===== src/hw/rtl/mbe_pkg.sv =====
// Shared types and constants of the Mandelbrot escape-time block.
// Used by mbe_front, mbe_core and the top level under hw/rtl; depends on nothing.
package mbe_pkg;

    localparam int COORD_W  = 16;
    localparam int COORD_FRAC = 12;
    localparam int LIMIT_W  = 16;
    localparam int BAIL_W   = 7;
    localparam int COUNT_W  = 17;
    localparam int CFG_DATA_W = 16;
    localparam int CFG_IDX_W  = 1;

    localparam logic [CFG_IDX_W-1:0] CFG_ITER_LIMIT = 1'b0;
    localparam logic [CFG_IDX_W-1:0] CFG_BAILOUT    = 1'b1;

    localparam logic [LIMIT_W-1:0] ITER_LIMIT_RESET = 16'd1000;
    localparam logic [BAIL_W-1:0]  BAILOUT_RESET    = 7'd16;

    typedef struct packed {
        logic signed [COORD_W-1:0] plane_x;
        logic signed [COORD_W-1:0] plane_y;
    } t_point;

    typedef struct packed {
        logic [COUNT_W-1:0] escape_count;
        logic               inside_set;
    } t_result;

    typedef struct packed {
        logic [LIMIT_W-1:0] iteration_limit;
        logic [BAIL_W-1:0]  bailout_level;
    } t_cfg;

endpackage


===== src/hw/rtl/mbe_fifo.sv =====
// Small register-based first-in first-out queue of generic width and depth.
// Depends on nothing; used between the front, the iteration engine and the outputs.
module mbe_fifo #(
    parameter int WIDTH = 8,
    parameter int DEPTH = 2
) (
    input  logic             i_clk,
    input  logic             i_rst_n,
    input  logic             i_push,
    input  logic [WIDTH-1:0] i_data,
    output logic             o_full,
    input  logic             i_pop,
    output logic [WIDTH-1:0] o_data,
    output logic             o_empty
);

    localparam int AW = (DEPTH > 1) ? $clog2(DEPTH) : 1;
    localparam int CW = $clog2(DEPTH + 1);
    localparam logic [AW-1:0] LAST = AW'(DEPTH - 1);
    localparam logic [CW-1:0] FULL_CNT = CW'(DEPTH);

    logic [WIDTH-1:0] r_mem [DEPTH];
    logic [AW-1:0]    r_wr_ptr, n_wr_ptr;
    logic [AW-1:0]    r_rd_ptr, n_rd_ptr;
    logic [CW-1:0]    r_count, n_count;
    logic             do_push, do_pop;

    assign o_full  = (r_count == FULL_CNT);
    assign o_empty = (r_count == '0);
    assign do_push = i_push && !o_full;
    assign do_pop  = i_pop && !o_empty;
    assign o_data  = r_mem[r_rd_ptr];

    always_comb begin
        n_wr_ptr = r_wr_ptr;
        n_rd_ptr = r_rd_ptr;
        n_count  = r_count;
        if (do_push) begin
            n_wr_ptr = (r_wr_ptr == LAST) ? '0 : r_wr_ptr + AW'(1);
        end
        if (do_pop) begin
            n_rd_ptr = (r_rd_ptr == LAST) ? '0 : r_rd_ptr + AW'(1);
        end
        if (do_push && !do_pop) begin
            n_count = r_count + CW'(1);
        end else if (do_pop && !do_push) begin
            n_count = r_count - CW'(1);
        end
    end

    always_ff @(posedge i_clk) begin
        if (!i_rst_n) begin
            r_wr_ptr <= '0;
            r_rd_ptr <= '0;
            r_count  <= '0;
        end else begin
            r_wr_ptr <= n_wr_ptr;
            r_rd_ptr <= n_rd_ptr;
            r_count  <= n_count;
        end
    end

    always_ff @(posedge i_clk) begin
        if (do_push) begin
            r_mem[r_wr_ptr] <= i_data;
        end
    end

endmodule


===== src/hw/rtl/mbe_front.sv =====
// Front end: takes plane points, forms the constant c in Q8 fixed point, queues it.
// Depends on mbe_pkg and mbe_fifo.
module mbe_front
    import mbe_pkg::*;
#(
    parameter int FRAC_BITS = 24
) (
    input  logic                      i_clk,
    input  logic                      i_rst_n,
    input  logic                      i_push,
    input  t_point                    i_point,
    output logic                      o_full,
    input  logic                      i_pop,
    output logic                      o_valid,
    output logic signed [FRAC_BITS+7:0] o_cr,
    output logic signed [FRAC_BITS+7:0] o_ci
);

    localparam int W = FRAC_BITS + 8;
    localparam int SHIFT = FRAC_BITS - COORD_FRAC;
    localparam logic signed [W-1:0] HALF = W'(1) << (FRAC_BITS - 1);

    logic signed [W-1:0] ci, cr;
    logic [2*W-1:0]      q_data;
    logic                q_empty;

    // Widening is exact: sign-extend, then move the binary point.
    assign ci = W'(i_point.plane_x) <<< SHIFT;
    assign cr = (W'(i_point.plane_y) <<< SHIFT) - HALF;

    mbe_fifo #(
        .WIDTH(2 * W),
        .DEPTH(2)
    ) u_cmd_q (
        .i_clk  (i_clk),
        .i_rst_n(i_rst_n),
        .i_push (i_push),
        .i_data ({cr, ci}),
        .o_full (o_full),
        .i_pop  (i_pop),
        .o_data (q_data),
        .o_empty(q_empty)
    );

    assign o_valid = !q_empty;
    assign o_cr    = q_data[2*W-1:W];
    assign o_ci    = q_data[W-1:0];

endmodule


===== config.mk =====
export PLATFORM = sky130hd
export DESIGN_NAME = mbe_front
export DESIGN_NICKNAME = d
export VERILOG_FILES = /design/src/hw/rtl/mbe_pkg.sv /design/src/hw/rtl/mbe_fifo.sv /design/src/hw/rtl/mbe_front.sv
export SDC_FILE = /design/constraint.sdc
export NUM_CORES = 1
export LEC_CHECK = 0
export ABC_AREA = 1
export BUFFER_PORTS_ARGS = -buffer_cell sky130_fd_sc_hd__buf_4
export CAP_MARGIN = 5
export CORE_MARGIN = 5
export CORE_UTILIZATION = 55
export CTS_BUF_LIST = sky130_fd_sc_hd__clkbuf_4
export DETAILED_ROUTE_END_ITERATION = 10
export PLACE_DENSITY = 0.95
export RECOVER_POWER = 25
export SKIP_CTS_REPAIR_TIMING = 1
export SLEW_MARGIN = 20
export SYNTH_ARGS = -nofsm -noshare
export SYNTH_HDL_FRONTEND = slang
export SYNTH_SLANG_ARGS = --single-unit

===== constraint.sdc =====
create_clock -name i_clk -period 6.3 [get_ports i_clk]
set_input_delay 0.63 -clock i_clk [delete_from_list [all_inputs] [get_ports i_clk]]
set_output_delay 0.63 -clock i_clk [all_outputs]
set_load 0.02 [all_outputs]

---- Yosys cells after proc, flatten, opt, wreduce, memory -nomap -nowiden ----
Memory sizes are Yosys's and may differ from the RTL's. A register that Yosys moved wholly into a read port is not among the register bits.
Cells that the tools add are included.
storage, ports and cells
  register bits after elaboration ......... 4
  memory bits (writable) .................. 104
  input bits .............................. 36
  output and inout port bits .............. 66
  logic and storage cells ................. 28
  memories kept ........................... 1
memory list
  memory         depth  width  read ports  clocked after memory_dff  write ports  RTL line        source
  u_cmd_q.r_mem  2      52     1           1                         1            mbe_fifo.sv:22  logic [WIDTH-1:0] r_mem [DEPTH];
operators by class
  add/subtract/negate cells ............... 5
  eq/ne operators ......................... 1
  muxes and demuxes ....................... 8
  reduce and logical (&&, ||, !) cells .... 10
operators by type and width
  operator                count
  $sub 28x25->29 const B  1
  $mux 1                  6
  $logic_and 1x1->1       4
  $logic_not 1->1         4
  $mux 2                  2
  $add 1x1->1 const B     2
  $add 2x1->2 const B     1
  $eq 2x2->1 const B      1
  $logic_not 2->1         1
  $reduce_bool 2->1       1
  $sub 2x1->2 const B     1

---- Longest topological paths before layout ----
  depth after elaboration ................. 7
  depth in mapped cells ................... 10

---- By module ----
A second synthesis with hierarchy kept.
unflattened totals
  cell total of the unflattened synthesis .. 257
  area, all modules ....................... 5260.0 um2
by module, submodules not included
  module     times used  cells an instance  area each (um2)
  mbe_fifo   1           237                5166.2
  mbe_front  1           20                 93.8

---- Least setup slack after synthesis ----
OpenSTA, ideal clock, no wires.
  path type ............................... input to register
  start point ............................. input i_push
  end point ............................... memory u_cmd_q.r_mem[1][0] in the netlist's numbering, enable pin
  arrival ................................. 2.095 ns
  data required time ...................... 5.877 ns
  slack ................................... 3.782 ns
  stages .................................. 2
  path through ............................ o21ai_2 nor2_1
on the way
  word-level cells in the longest chain between the ends .. 3
RTL lines
  what                          RTL line         source
  start, declared               mbe_front.sv:10  input logic i_push,
  $logic_and 1x1->1             mbe_fifo.sv:30   assign do_push = i_push && !o_full;
  $mux 1                        mbe_fifo.sv:64   if (do_push) begin
  $mux 1 (implied by the code)  mbe_fifo.sv:65   r_mem[r_wr_ptr] <= i_data;
  end, declared                 mbe_fifo.sv:22
Every way passes these cells.

==> summary.txt <==
Drt total wl: 5063 µm
NetSw: 454.2 µW
First-pass GRT wire length: 7555 µm
Largest area contributor in the netlist: edfxtp_1
Yosys cell types: 21
Cell leakage power: 0.001509 µW
Endpoints failing hold: 0
Syn. warnings: 0
Initial antenna violation count: 0
Top cell type's share of synthesized area: 64.08%
DRC viols: 0
Outcome: completed
Relative max-transition margin: 27.86%
# diodes: 0
Routed WL per cell: 14.98 µm
H-tree depth: 3
RSZ-0062 raised after global routing: false
Largest cells by area after synthesis: edfxtp_1, mux2_4, buf_4
Crit share post-route: 42.60%
Setup TNS: 0 ns
CP arrival: 2.05 ns
Die H: 84.99 µm
Grt total ovfl: 0
Final min period: 2.684 ns
Area grow syn2layout: 19.01%
Vias in the first global route: 1550
Critical Path RT: 5.67 ns
Worst path slowest cell: dfxtp_2
Drt first pass iters: 4
Clk_lat worst skew: 0.40 ns
Boundary Pins: 102
Starting DRC count in detailed routing: 86
Final cell count without fillers: 338
Peak VDD IR: 0.2068 mV
Ratio of cells with drive above 1 in the final layout: 46.99%
Vias per cell: 4.604
TritonCTS clock tree: done
Switching share of power: 32.46%
CP Max Fanout: 33
Starting density of the core: 56.52%
Inst Count DP: 322
Reg area: 2083 µm²
Clock transition at path regs: 0.11 ns
Fillers: 388
R2r setup slk: 4.53 ns
Setup crit end kind: primary output
Crit path largest cell delay: 1.06 ns
Max-slew violations: 0
Die width: 84.99 µm
Via count: 1556
GR Util All Layers: 14.21%
Placeable Area: 5473 µm²
Final Net Count: 299
Clock skew: 0.004287 ns
Placer Congestion: 0.6564
Crit path cell chain: mux2_2 -> buf_4
Multi-input gate area: 763.2 µm²
Cells after Synth: 185
Sequential share of the synthesized area: 67.31%
# setup viols final: 0
Post-Syn Area per Cell: 16.72 µm²
Root Buffer: clkbuf_4
Internal power: 945.1 µW
Logic pwr share: 33.4%
Max frequency: 0.3726 GHz
FP Rows: 27
Post-route ant nets: 0
Port bufs: 77
Synthesized area: 3093 µm²
Max Cap Viol: 0
Largest net degree at the start of global routing: 34
CP Launch Type: flop
Clk sinks: 71
Register bit total from synthesis: 71
Power per cell area: 380.1 nW/µm²
WS Path Type: reg -> out
TritonCTS Buffers: 9
Worst-Margin Slew: 1.082 ns
Sequential Power Share: 46.8%
Die Footprint: 7223 µm²
Worst min path class: in -> reg
Clock share of power: 19.8%
HPWL after DPL: 3548 µm
Max Root-Sink Buffers: 2
[metal layers]
metal / GRT usage, % / part of all wire, % / vias to the layer above
met2: 23.94 / 53 / 64
met4: 6.619 / 2.2 / 0
met1: 15.42 / 37 / 730
met3: 6.117 / 8.2 / 9
met5: 0 / 0 / -
li1: - / - / 753
[cell families (layout without fill, tap and decap cells)]
family,Yosys count,after routing,synth area share (%)
compound gates,6,6,1.173
xor+xnor,3,3,0.8497
fa+ha+maj,2,2,0.8089
buf+inv,47,105,11.29
flops,71,71,67.31
mux,33,33,15.66
other cells,1,24,0.1212
simple gates,22,22,2.791
[cells in the final DEF (no fill, tap or decap), types with 4 or more instances in the layout]
cell type and instances:
clkbuf_1 5, edfxtp_1 66, inv_1 11, buf_4 53
conb_1 24, clkbuf_4 28, nor2_1 9, nand2_1 9
dfxtp_1 4, mux2_4 30, clkinvlp_4 4
[synth_stat cells (all sizes together)]
| cell | instances |
|---|---|
| edfxtp | 66 |
| dfxtp | 5 |
| ha | 2 |
| o21ai | 4 |
| o21a | 1 |
| nand2 | 9 |
| a21oi | 1 |
| xnor2 | 1 |
| nand3 | 1 |
| nand4 | 1 |
| inv | 12 |
| xor2 | 2 |
| mux2 | 33 |
| nor2 | 11 |
| buf | 35 |
| conb | 1 |
[power by group through the flow]
stage,logic (µW),clock network [µW],registers [µW]
floorplan,381,0,628
global placement,464,0,660
detailed placement,474,0,667
CTS,476,286,657
global route,498,312,664
finish,467,277,655
[registers in the layout, summed over array words and instances, names as in the netlist, named ones only]
signal            count
u_cmd_q.r_mem        66
u_cmd_q.r_wr_ptr      1
u_cmd_q.r_rd_ptr      1
u_cmd_q.r_count       2
[path summary, 6_finish.rpt]
check,from,end,cells after the start
worst max register to register,u_cmd_q.r_count[0],u_cmd_q.r_mem[0][43],2
worst max-delay path,flop,o_cr[14],2
worst min-delay path,i_point[9],u_cmd_q.r_mem[0][41],1
worst min register to register,u_cmd_q.r_rd_ptr,flop,2
[area by class of cell]
class,instances,share of cell area (%)
Sequential cell,71,56.59
Multi-Input combinational cell,90,20.73
Timing Repair Buffer,77,15.19
Tap cell,72,2.447
Clock inverter,7,1.971
Clock buffer,9,1.835
Inverter,12,1.224
[stage by stage]
stage                     setup slack (ns)  util, %  hold WS [ns]  area [µm²]  total power (µW)
final                                3.616    67.26        0.4039        3681              1399
after global routing                 3.480    67.26        0.3618        3681              1474
after CTS                            3.573    67.60        0.3691        3700              1419
after global placement               4.052    65.04        0.4780        3560              1124
after detailed placement             4.051    65.04        0.5021        3560              1141
after floorplan                      3.782        -        0.4669        3179              1009
[critical path: cells and delay by family (launching register included)]
family                 cells  cell delay, ns
DFF                        1            1.06
buffers and inverters      1            0.16
muxes                      1            0.42
No activity file was read; power rests on OpenSTA's default activity.
