**config.mk**
```make
export PLATFORM = sky130hd
export DESIGN_NAME = mbe_fifo
export DESIGN_NICKNAME = d
export VERILOG_FILES = /design/src/hw/rtl/mbe_fifo.sv
export SDC_FILE = /design/constraint.sdc
export NUM_CORES = 1
export LEC_CHECK = 0
export ABC_AREA = 1
export BUFFER_PORTS_ARGS = -buffer_cell sky130_fd_sc_hd__buf_2
export CORE_MARGIN = 10
export CORE_UTILIZATION = 53
export CTS_CLUSTER_SIZE = 28
export DETAILED_ROUTE_END_ITERATION = 10
export PLACE_DENSITY = 0.91
export SETUP_SLACK_MARGIN = 0.1
export SLEW_MARGIN = 20
export SYNTH_ARGS = -nofsm -noshare
export SYNTH_HDL_FRONTEND = slang
export SYNTH_SLANG_ARGS = --single-unit
```
**constraint.sdc**
```tcl
create_clock -name i_clk -period 3.4 [get_ports i_clk]
set_input_delay 0.51 -clock i_clk [delete_from_list [all_inputs] [get_ports i_clk]]
set_output_delay 0.51 -clock i_clk [all_outputs]
set_load 0.03 [all_outputs]
```
**src/hw/rtl/mbe_fifo.sv**
```systemverilog
// Small register-based first-in first-out queue of generic width and depth.
// Depends on nothing; used between the front, the iteration engine and the outputs.
module mbe_fifo #(
    parameter int WIDTH = 8,
    parameter int DEPTH = 2
) (
    input  logic             i_clk,
    input  logic             i_rst_n,
    input  logic             i_push,
    input  logic [WIDTH-1:0] i_data,
    output logic             o_full,
    input  logic             i_pop,
    output logic [WIDTH-1:0] o_data,
    output logic             o_empty
);

    localparam int AW = (DEPTH > 1) ? $clog2(DEPTH) : 1;
    localparam int CW = $clog2(DEPTH + 1);
    localparam logic [AW-1:0] LAST = AW'(DEPTH - 1);
    localparam logic [CW-1:0] FULL_CNT = CW'(DEPTH);

    logic [WIDTH-1:0] r_mem [DEPTH];
    logic [AW-1:0]    r_wr_ptr, n_wr_ptr;
    logic [AW-1:0]    r_rd_ptr, n_rd_ptr;
    logic [CW-1:0]    r_count, n_count;
    logic             do_push, do_pop;

    assign o_full  = (r_count == FULL_CNT);
    assign o_empty = (r_count == '0);
    assign do_push = i_push && !o_full;
    assign do_pop  = i_pop && !o_empty;
    assign o_data  = r_mem[r_rd_ptr];

    always_comb begin
        n_wr_ptr = r_wr_ptr;
        n_rd_ptr = r_rd_ptr;
        n_count  = r_count;
        if (do_push) begin
            n_wr_ptr = (r_wr_ptr == LAST) ? '0 : r_wr_ptr + AW'(1);
        end
        if (do_pop) begin
            n_rd_ptr = (r_rd_ptr == LAST) ? '0 : r_rd_ptr + AW'(1);
        end
        if (do_push && !do_pop) begin
            n_count = r_count + CW'(1);
        end else if (do_pop && !do_push) begin
            n_count = r_count - CW'(1);
        end
    end

    always_ff @(posedge i_clk) begin
        if (!i_rst_n) begin
            r_wr_ptr <= '0;
            r_rd_ptr <= '0;
            r_count  <= '0;
        end else begin
            r_wr_ptr <= n_wr_ptr;
            r_rd_ptr <= n_rd_ptr;
            r_count  <= n_count;
        end
    end

    always_ff @(posedge i_clk) begin
        if (do_push) begin
            r_mem[r_wr_ptr] <= i_data;
        end
    end

endmodule

```
After elaboration in Yosys (flattened, before gate mapping)

Memories as Yosys holds them, arrays and structs flattened. A register that Yosys moved wholly into a read port is not among the register bits.
Cells that the tools add are included.

Mux-type cells: 8
Eq/ne operators: 1
Multipliers: 0
$lt $le $gt $ge: 0
Reduce and logical (&&, ||, !) cells: 10
Div/mod/pow operators: 0
Add/sub/neg operators: 4
Bitwise gates (word level): 0
Shifts and indexed selects: 0

Operators by type and width:

| kind                  | number |
|---|---|
| $mux W1               | 6 |
| $logic_and A1 B1 Y1   | 4 |
| $logic_not A1 Y1      | 4 |
| $mux W2               | 2 |
| $add A1 B1 Y1 const B | 2 |
| $add A2 B1 Y2 const B | 1 |
| $eq A2 B2 Y1 const B  | 1 |
| $logic_not A2 Y1      | 1 |
| $reduce_bool A2 Y1    | 1 |
| $sub A2 B1 Y2 const B | 1 |

Logic and storage cells: 27
Latch bits: 0
Memories kept: 1
ROM bits: 0
Bits of input ports: 12
Output and inout bits: 10
Flip-flop bits (word level): 4
Memory bits (writable): 16

Memories:

| name  | depth | width | read ports | clocked after memory_dff | wr ports | RTL line | text |
|---|---|---|---|---|---|---|---|
| r_mem | 2     | 8     | 1          | 1                        | 1        | 22       | `logic [WIDTH-1:0] r_mem [DEPTH];` |

Depth between registers and ports, before layout

Gate-level depths: netlist of run 1.

Word-level depth: 7
Gate-level depth with buffers: 10
Mapped depth without buffers: 10

Least setup slack after synthesis of run 1

Ideal clock, no wire load.

Kind: reg-to-reg
From: reg r_count[0]
To: reg r_count[1]
Setup slack: 1.842 ns
Data arrival time: 1.495 ns
Data required time: 3.336 ns
Library setup time: 0.064 ns
Clock period less this slack: 1.558 ns
Cell stages (with the launch flop): 10
Buffers on the path: 0
Cells stage by stage: dfxtp_1 > nor2_1 > nor2_2 > inv_1 > ha_1 > inv_1 > nand3_1 > nand2_1 > inv_1 > nor2_1

Longest elaborated chain between the ends: 6
Elaborated cells between the ends (all ways): 15
Classes of those cells: 2 x add/sub; 1 x eq/ne; 2 x mux; 10 x reduce/logical

Ends and longest elaborated chain:

| what                                                 | RTL line | text |
|---|---|---|
| start, declared                                      | 25       | `logic [CW-1:0] r_count, n_count;` |
| start signal, assigned                               | 59       | `r_count <= n_count;` |
| $logic_not A2 Y1 (*)                                 | 29       | `assign o_empty = (r_count == '0);` |
| via o_empty                                          | 14       | `output logic o_empty` |
| $logic_not A1 Y1 (*)                                 | 31       | `assign do_pop = i_pop && !o_empty;` |
| $logic_and A1 B1 Y1 (*)                              | 31       |  |
| $logic_not A1 Y1                                     | 44       | `if (do_push && !do_pop) begin` |
| $logic_and A1 B1 Y1                                  | 44       |  |
| $mux W2 / $reduce_bool A2 Y1 (equally long branches) | --       |  |

The timed path passes the listed nets; every way through them passes the cells marked *. The select of a mux whose other input is x is not followed.
A chain may end at the register's enable or synchronous reset.

==> results.cfg, run 1 <==
[power_and_ir_drop]
powerDensity_nw_per_um2 = 767
p_sw_share_pct = 37.6
p_int_uw = 465
leakagePower_uw = 0.000408
power.share.combinational_pct = 36.6
ir_worst_vdd_mv = 0.550
seqPwrFrac_pct = 48.1
clkPwrFrac_pct = 15.3
switching_power_uw = 280

[worst_setup_path]
cp_max_fo = 8
path_cells = mux2_2 > buf_2
end_kind = primary output
cp_top_family = flip-flops
startpoint_type = flop
critical_path_class = flop to primary output
max_stage_delay_ps = 540
arrival_ps = 1380
slowest_stage = dfxtp_1
path_buf_inv = 1
worstPathRequired_ps = 2890

[global_route]
gr-total-overflow = 0
grt_pass1_wl_um = 2260
grt_pass1_vias = 568
gr-usage-all-layers_pct = 8.21
grt_max_degree = 12
antenna_found_initial = 0

[finish]
fin_nets = 101
areaGrowthSynthToFinish_pct = 17.8
fin_cells = 103
drive_gt1_share_pct = 40.2
antenna-diode-count = 0
fin_util_pct = 65.1

[place]
dp_hpwl_um = 1070
portBuffers = 21
dp_slack_ps = 1790
dp.cells = 99
globalplace.congestion = 0.729

[synthesis]
syn_area_um2 = 823
yosysSeqAreaShare_pct = 70.5
synthCells = 63
yosys_warnings = 0
synth_cell_types = 15
avgSynthCellArea_um2 = 13.1
syn_nets = 76
synth_area_leaders = edfxtp_1, dfxtp_1, mux2_2
synth.ff_latch_count = 21
synth_top_area_share_pct = 58.4
synth.largest_area_cell = edfxtp_1

[floorplanning]
die_w_um = 59.4
dieArea_um2 = 3530
die_h_um = 59.4
core_um2 = 1490
rows = 14
initial_utilization_pct = 55.3
io_pins = 22

[hold_path]
hold_class = input port to flop

[route]
dr.first_iter.drc_count = 5
ant_nets = 0
wire_per_inst_um = 13.3
via_per_inst = 4.96
firstDrtPassIters = 3
wl_um = 1370
vias = 511
drc = 0

[clocking]
cts_resized = 0
cts_sinks = 21
cts_hold_buffers = 0
cts_tree = yes
cts_max_level = 1
root_buffer = clkbuf_4
path_clk_slew_ps = 110
post_cts_buffers = 0
cts_made_buffers = 3
clock_latency_ps = 290
clockBufferDepth = 2

[run]
drv_cap = 0

[sta]
rsz0062_at_grt = no
hold_viol_final = 0
finalMaxSlewViolations = 0
finalClockSkew_ps = 2.48
setup_violations = 0
worst_slack_ps = 1510
period_minus_slack_ps = 1890
slew_headroom_pct = 52.6
finalSetupTns_ps = 0
timing.hold.ws_ps = 404
max_freq_ghz = 0.529
worst_pin_slew_ps = 709
finalCritPeriodShare_pct = 55.6

[run_status]
outcome = completed
[logic make-up after synthesis]
| logic type | after synthesis | synth area share (%) |
|---|---|---|
| AO/OA/AOI/OAI | 4 | 2.89 |
| AND/OR/NAND/NOR | 19 | 9.42 |
| flip-flops | 21 | 70.5 |
| multiplexers | 8 | 10.9 |
| buffers and inverters | 10 | 4.71 |
| adder cells (fa/ha/maj) | 1 | 1.52 |
[worst reg2reg max path, stage by stage (launching register included)]
cell and delay [ps]:
dfxtp_1 440, o21ai_2 110, nor2_1 550
[cell usage in the layout (no fill, tap or decap), types with 2 or more instances in the layout]
cell type | Yosys | routed
buf_2 | 1 | 21
clkbuf_4 | 0 | 3
dfxtp_1 | 5 | 5
edfxtp_1 | 16 | 16
inv_1 | 8 | 8
mux2_2 | 8 | 8
nand2_1 | 6 | 6
nor2_1 | 10 | 10
o21ai_0 | 2 | 2
[cells in the mapped netlist]
cell and count:
mux2_2 8, nor2_1 10, ha_1 1, dfxtp_1 5, inv_2 1, o21ai_0 2, nand4_1 1, buf_2 1
inv_1 8, edfxtp_1 16, nor2_2 1, o21ai_2 1, nand3_1 1, a21oi_1 1, nand2_1 6
[metrics by stage]
step,cell area (µm²),total power [µW]
global route,970,793
CTS,970,750
global placement,943,627
detailed placement,943,639
floorplan,823,567
finish,970,744
[power by group through the flow]
stage               combinational [µW]  sequential, µW  clock [µW]
CTS                                276             359         116
global route                       301             364         128
detailed placement                 274             365           0
finish                             272             358         114
floorplan                          217             349           0
global placement                   265             361           0
[path summary, 6_finish.rpt]
| check | start | to | slack (ps) | cells after the start |
|---|---|---|---|---|
| setup / recovery | flop | o_data[5] | 1510 | 2 |
| hold / removal | i_data[0] | r_mem[1][0]$_DFFE_PP_ | 400 | 1 |
| setup reg to reg | r_count[0]$_SDFFE_PN0P_ | r_mem[1][6]$_DFFE_PP_ | 1940 | 2 |
| hold reg to reg | r_rd_ptr$_SDFFE_PN0P_ | r_rd_ptr$_SDFFE_PN0P_ | 530 | 2 |
[cell type report]
type                       instances  area, µm²
multi-input combinational         32        204
sequential                        21        581
tap                               16       20.0
timing repair buffer              21        105
clock buffer                       4       26.3
inverter                           9       33.8
fill                             119        519
[state kept, by name, indices dropped and copies added (netlist names), named ones only]
register	cells
r_mem	16
r_count	2
r_rd_ptr	1
r_wr_ptr	1
[routing by layer]
metal	wire, µm	global-route usage, %	vias to the layer above
met5	0	0	-
met4	5	3.28	0
met3	141	4.08	2
met2	611	13.5	16
met1	610	8.69	229
li1	-	-	264
No activity file was read; power rests on OpenSTA's default activity.
==> run 2, diff against run 1 <==
Settings changed: CORE_ASPECT_RATIO set to 1.25, CORE_UTILIZATION 53 to 49, PLACE_DENSITY 0.91 to 0.86.
Clock period 3.4 ns to 1.8 ns, I/O delays scaled along.
==> run 2 against run 1 <==
Against the previous run:
- clock-buffer cell count unchanged
- global-route usage grew 0.42 points
- die area increased by 5.7%
- wire length increased by 14%
- hold slack worse by 240 ps
- first-iteration DRC count increased to 2.8 times the previous value
==> results.cfg, run 2 (same netlist as run 1, synthesis figures left out) <==
[run_status]
outcome = completed

[power_and_ir_drop]
ir_worst_vdd_mv = 0.887
powerDensity_nw_per_um2 = 1440
leakagePower_uw = 0.000418

[route]
ant_nets = 0
dr.first_iter.drc_count = 14
vias = 540
wl_um = 1560
firstDrtPassIters = 4
via_per_inst = 5.05
wire_per_inst_um = 14.6
drc = 0

[worst_setup_path]
end_kind = primary output
arrival_ps = 1270
worstPathRequired_ps = 1530
cp_max_fo = 8
critical_path_class = flop to primary output
startpoint_type = flop

[global_route]
grt_pass1_wl_um = 2520
gr-usage-all-layers_pct = 8.64
gr-total-overflow = 0
grt_max_degree = 12
grt_pass1_vias = 571
antenna_found_initial = 0

[place]
globalplace.congestion = 0.668
placed_area_um2 = 961
dp_hpwl_um = 1260
portBuffers = 21

[finish]
design_area_um2 = 988
top_register = r_mem
largest_reg_flops = 16
antenna-diode-count = 0
reg_top3 = r_mem x16, r_count x2
layout_common_cells = buf_2, edfxtp_1, nor2_1, mux2_2, inv_1
areaGrowthSynthToFinish_pct = 20.1
final_common_cell = buf_2
fin_nets = 103
drive_gt1_share_pct = 42.7

[sta]
finalMaxSlewViolations = 0
period_minus_slack_ps = 1540
max_freq_ghz = 0.648
timing.hold.ws_ps = 164
finalCritPeriodShare_pct = 85.7
slew_headroom_pct = 86.8
hold_viol_final = 0
finalSetupTns_ps = 0
rsz0062_at_grt = no
finalClockSkew_ps = 4.21
setup_violations = 0
worst_pin_slew_ps = 198

[clocking]
root_buffer = clkbuf_4
cts_tree = yes
clock_latency_ps = 290
cts_sinks = 21
path_clk_slew_ps = 100
cts_max_level = 1
clockBufferDepth = 2
cts_made_buffers = 3
cts_hold_buffers = 0
post_cts_buffers = 0

[floorplanning]
rows = 16
die_w_um = 56.7
core_um2 = 1580
io_pins = 22
die_h_um = 65.8
initial_utilization_pct = 52.1
dieArea_um2 = 3730

[run]
drv_cap = 0

[hold_path]
hold_class = input port to flop
==> run 2: worst paths after layout <==
kind,from,endpoint,slack (ps),cells after the start
min,i_data[4],r_mem[1][4]$_DFFE_PP_,160,1
max,flop,o_data[0],260,2
min reg2reg,r_wr_ptr$_SDFFE_PN0N_,r_wr_ptr$_SDFFE_PN0N_,510,2
max reg2reg,r_count[0]$_SDFFE_PN0P_,r_count[1]$_SDFFE_PN0P_,360,9
==> run 2: area by class of cell <==
cell class,count,area (µm²)
Timing Repair Buffer,23,120
Sequential cell,21,582
Clock buffer,4,26.3
Inverter,9,33.8
Tap cell,18,22.5
Multi-Input combinational cell,32,204
Fill cell,129,593
==> run 2: power by group <==
| group | total [µW] | switching, µW | internal, µW |
|---|---|---|---|
| Clock | 212 | 126 | 86.2 |
| Sequential | 680 | 59.6 | 620 |
| Combinational | 530 | 344 | 186 |
| Total | 1420 | 530 | 892 |
==> run 2: through the flow <==
stage                     util, %  worst slack, ps  power (µW)  instances
after floorplan                 -              242        1070         63
after global placement       60.8              448        1200        103
after detailed placement     60.8              376        1230        103
after CTS                    62.5              227        1440        107
after global routing         62.5              187        1510        107
final                        62.5              257        1420        107
==> run 2: critical path, stage by stage, from the launching register on <==
cell	delay, ps
dfxtp_2	450
mux2_2	360
buf_2	180
==> run 2: what timing repair did <==
item,CTS,global route
endpoints found under the hold margin,0,0
setup endpoints to repair,1,0
resized for setup,1,0
==> run 2: per-layer routing <==
metal	vias up	share of wire [%]	wire length, µm	global-route usage [%]
met1	245	38	598	8.58
li1	264	-	-	-
met3	6	8.5	133	3.27
met2	25	51	799	15.2
met4	0	1.7	26	4.52
met5	-	0	0	0
==> run 3, diff against run 2 <==
==> constraint.sdc (replaced) <==
create_clock -name i_clk -period 1.8 [get_ports i_clk]
set_input_delay 0.36 -clock i_clk [delete_from_list [all_inputs] [get_ports i_clk]]
set_output_delay 0.36 -clock i_clk [all_outputs]
set_load 0.03 [all_outputs]
==> run 3 against run 2 <==
Against the previous run:
- cell area did not move
- flip-flop and latch count did not move
- highest routed layer unchanged
- critical endpoint is now o_data[7]
- register-to-register slack barely moved
==> results.cfg, run 3 (same netlist as run 1, synthesis figures left out) <==
[finish]
register_area_um2 = 582
fin_nets = 103
largest_reg_flops = 16
layout_common_cells = buf_2, edfxtp_1, nor2_1, mux2_2, inv_1
reg_top3 = r_mem x16, r_count x2
areaGrowthSynthToFinish_pct = 20.1
antenna-diode-count = 0
top_register = r_mem
multiInputGateArea_um2 = 204
fillers = 129
drive_gt1_share_pct = 42.7
final_common_cell = buf_2

[clocking]
clock_latency_ps = 290
post_cts_buffers = 0
root_buffer = clkbuf_4
cts_sinks = 21
path_clk_slew_ps = 110
cts_max_level = 1
cts_made_buffers = 3
cts_tree = yes
cts_hold_buffers = 0
clockBufferDepth = 2
cts_resized = 1

[place]
globalplace.congestion = 0.686
dp_slack_ps = 367
dp_hpwl_um = 1270
portBuffers = 21

[worst_setup_path]
reg2reg_to = r_count[1]$_SDFFE_PN0P_
cp_max_fo = 8
path_buf_inv = 1
reg2reg_slack_ps = 350
startpoint_type = flop
end_kind = primary output
max_stage_delay_ps = 450
slowest_stage = dfxtp_2
r2r_start = r_count[0]$_SDFFE_PN0P_
critical_path_class = flop to primary output
arrival_ps = 1270
cp_top_family = flip-flops
path_cells = mux2_2 > buf_2
rr_worst_depth = 9
worstPathRequired_ps = 1440

[power_and_ir_drop]
powerDensity_nw_per_um2 = 1450
leakagePower_uw = 0.000418
ir_worst_vdd_mv = 0.841
p_total_uw = 1430

[hold_path]
worstHoldPathCells = 1
hold_class = input port to flop
worstHoldEndpoint = r_mem[0][7]$_DFFE_PP_
hp-start = i_data[7]

[floorplanning]
initial_utilization_pct = 52.1
dieArea_um2 = 3730
rows = 16
die_w_um = 56.7
io_pins = 22
core_um2 = 1580
die_h_um = 65.8

[sta]
finalSetupTns_ps = 0
setup_violations = 0
period_minus_slack_ps = 1630
hold_viol_final = 0
worst_pin_slew_ps = 208
finalMaxSlewViolations = 0
slew_headroom_pct = 86.1
finalClockSkew_ps = 3.58
worst_slack_ps = 173
rsz0062_at_grt = no
finalCritPeriodShare_pct = 90.4
max_freq_ghz = 0.615

[global_route]
antenna_found_initial = 0
grt_pass1_vias = 585
gr-usage-all-layers_pct = 8.94
grt_max_degree = 12
gr-total-overflow = 0
grt_pass1_wl_um = 2630

[route]
wl_um = 1600
via_per_inst = 4.93
firstDrtPassIters = 4
wire_per_inst_um = 14.9
ant_nets = 0
dr.first_iter.drc_count = 5
vias = 527
drc = 0

[run_status]
outcome = completed

[run]
drv_cap = 0
[run 3: worst reg2reg max path: stages, from the launching register on]
cell     delay [ps]
dfxtp_1         440
nor2_1           90
nor2_2          130
inv_1            60
ha_1            320
inv_1            90
nand3_1          80
nand2_1          60
inv_1            40
nor2_1           80
[run 3: layer usage]
metal  part of all wire [%]  GRT usage [%]  up-vias
li1                       -              -      265
met1                     39           8.30      239
met2                     51           16.6       19
met3                    7.6           3.27        4
met4                    1.4           4.52        0
met5                      0              0        -
[run 3: worst max path at each step]
stage | cells past startpoint | slack [ps] | endpoint | startpoint
final | 2 | 170 | o_data[7] | flop
after detailed placement | 2 | 370 | o_data[7] | flop
after global routing | 2 | 110 | o_data[5] | flop
after global placement | 2 | 380 | o_data[1] | flop
after floorplan | 9 | 240 | r_count[1]$_SDFFE_PN0P_ | r_count[0]$_SDFFE_PN0P_
after CTS | 2 | 150 | o_data[7] | flop
[run 3: layout make-up]
| cell class | count | area share [%] |
|---|---|---|
| clock buffer | 4 | 2.66 |
| tap | 18 | 2.28 |
| sequential | 21 | 58.9 |
| timing repair buffer | 23 | 12.2 |
| multi-input combinational | 32 | 20.6 |
| inverter | 9 | 3.42 |
[run 3: metrics by stage]
stage	instances	hold WS [ps]	area, µm²	util, %
final	107	257	988	62.5
after global routing	107	236	988	62.5
after CTS	107	247	988	62.5
after detailed placement	103	496	961	60.8
after global placement	103	483	961	60.8
after floorplan	63	459	823	-
[run 3: report_power, final]
group | internal (µW) | total (µW) | switching, µW
sequential | 620 | 678 | 58.5
combinational | 186 | 538 | 352
clock | 86.0 | 213 | 127
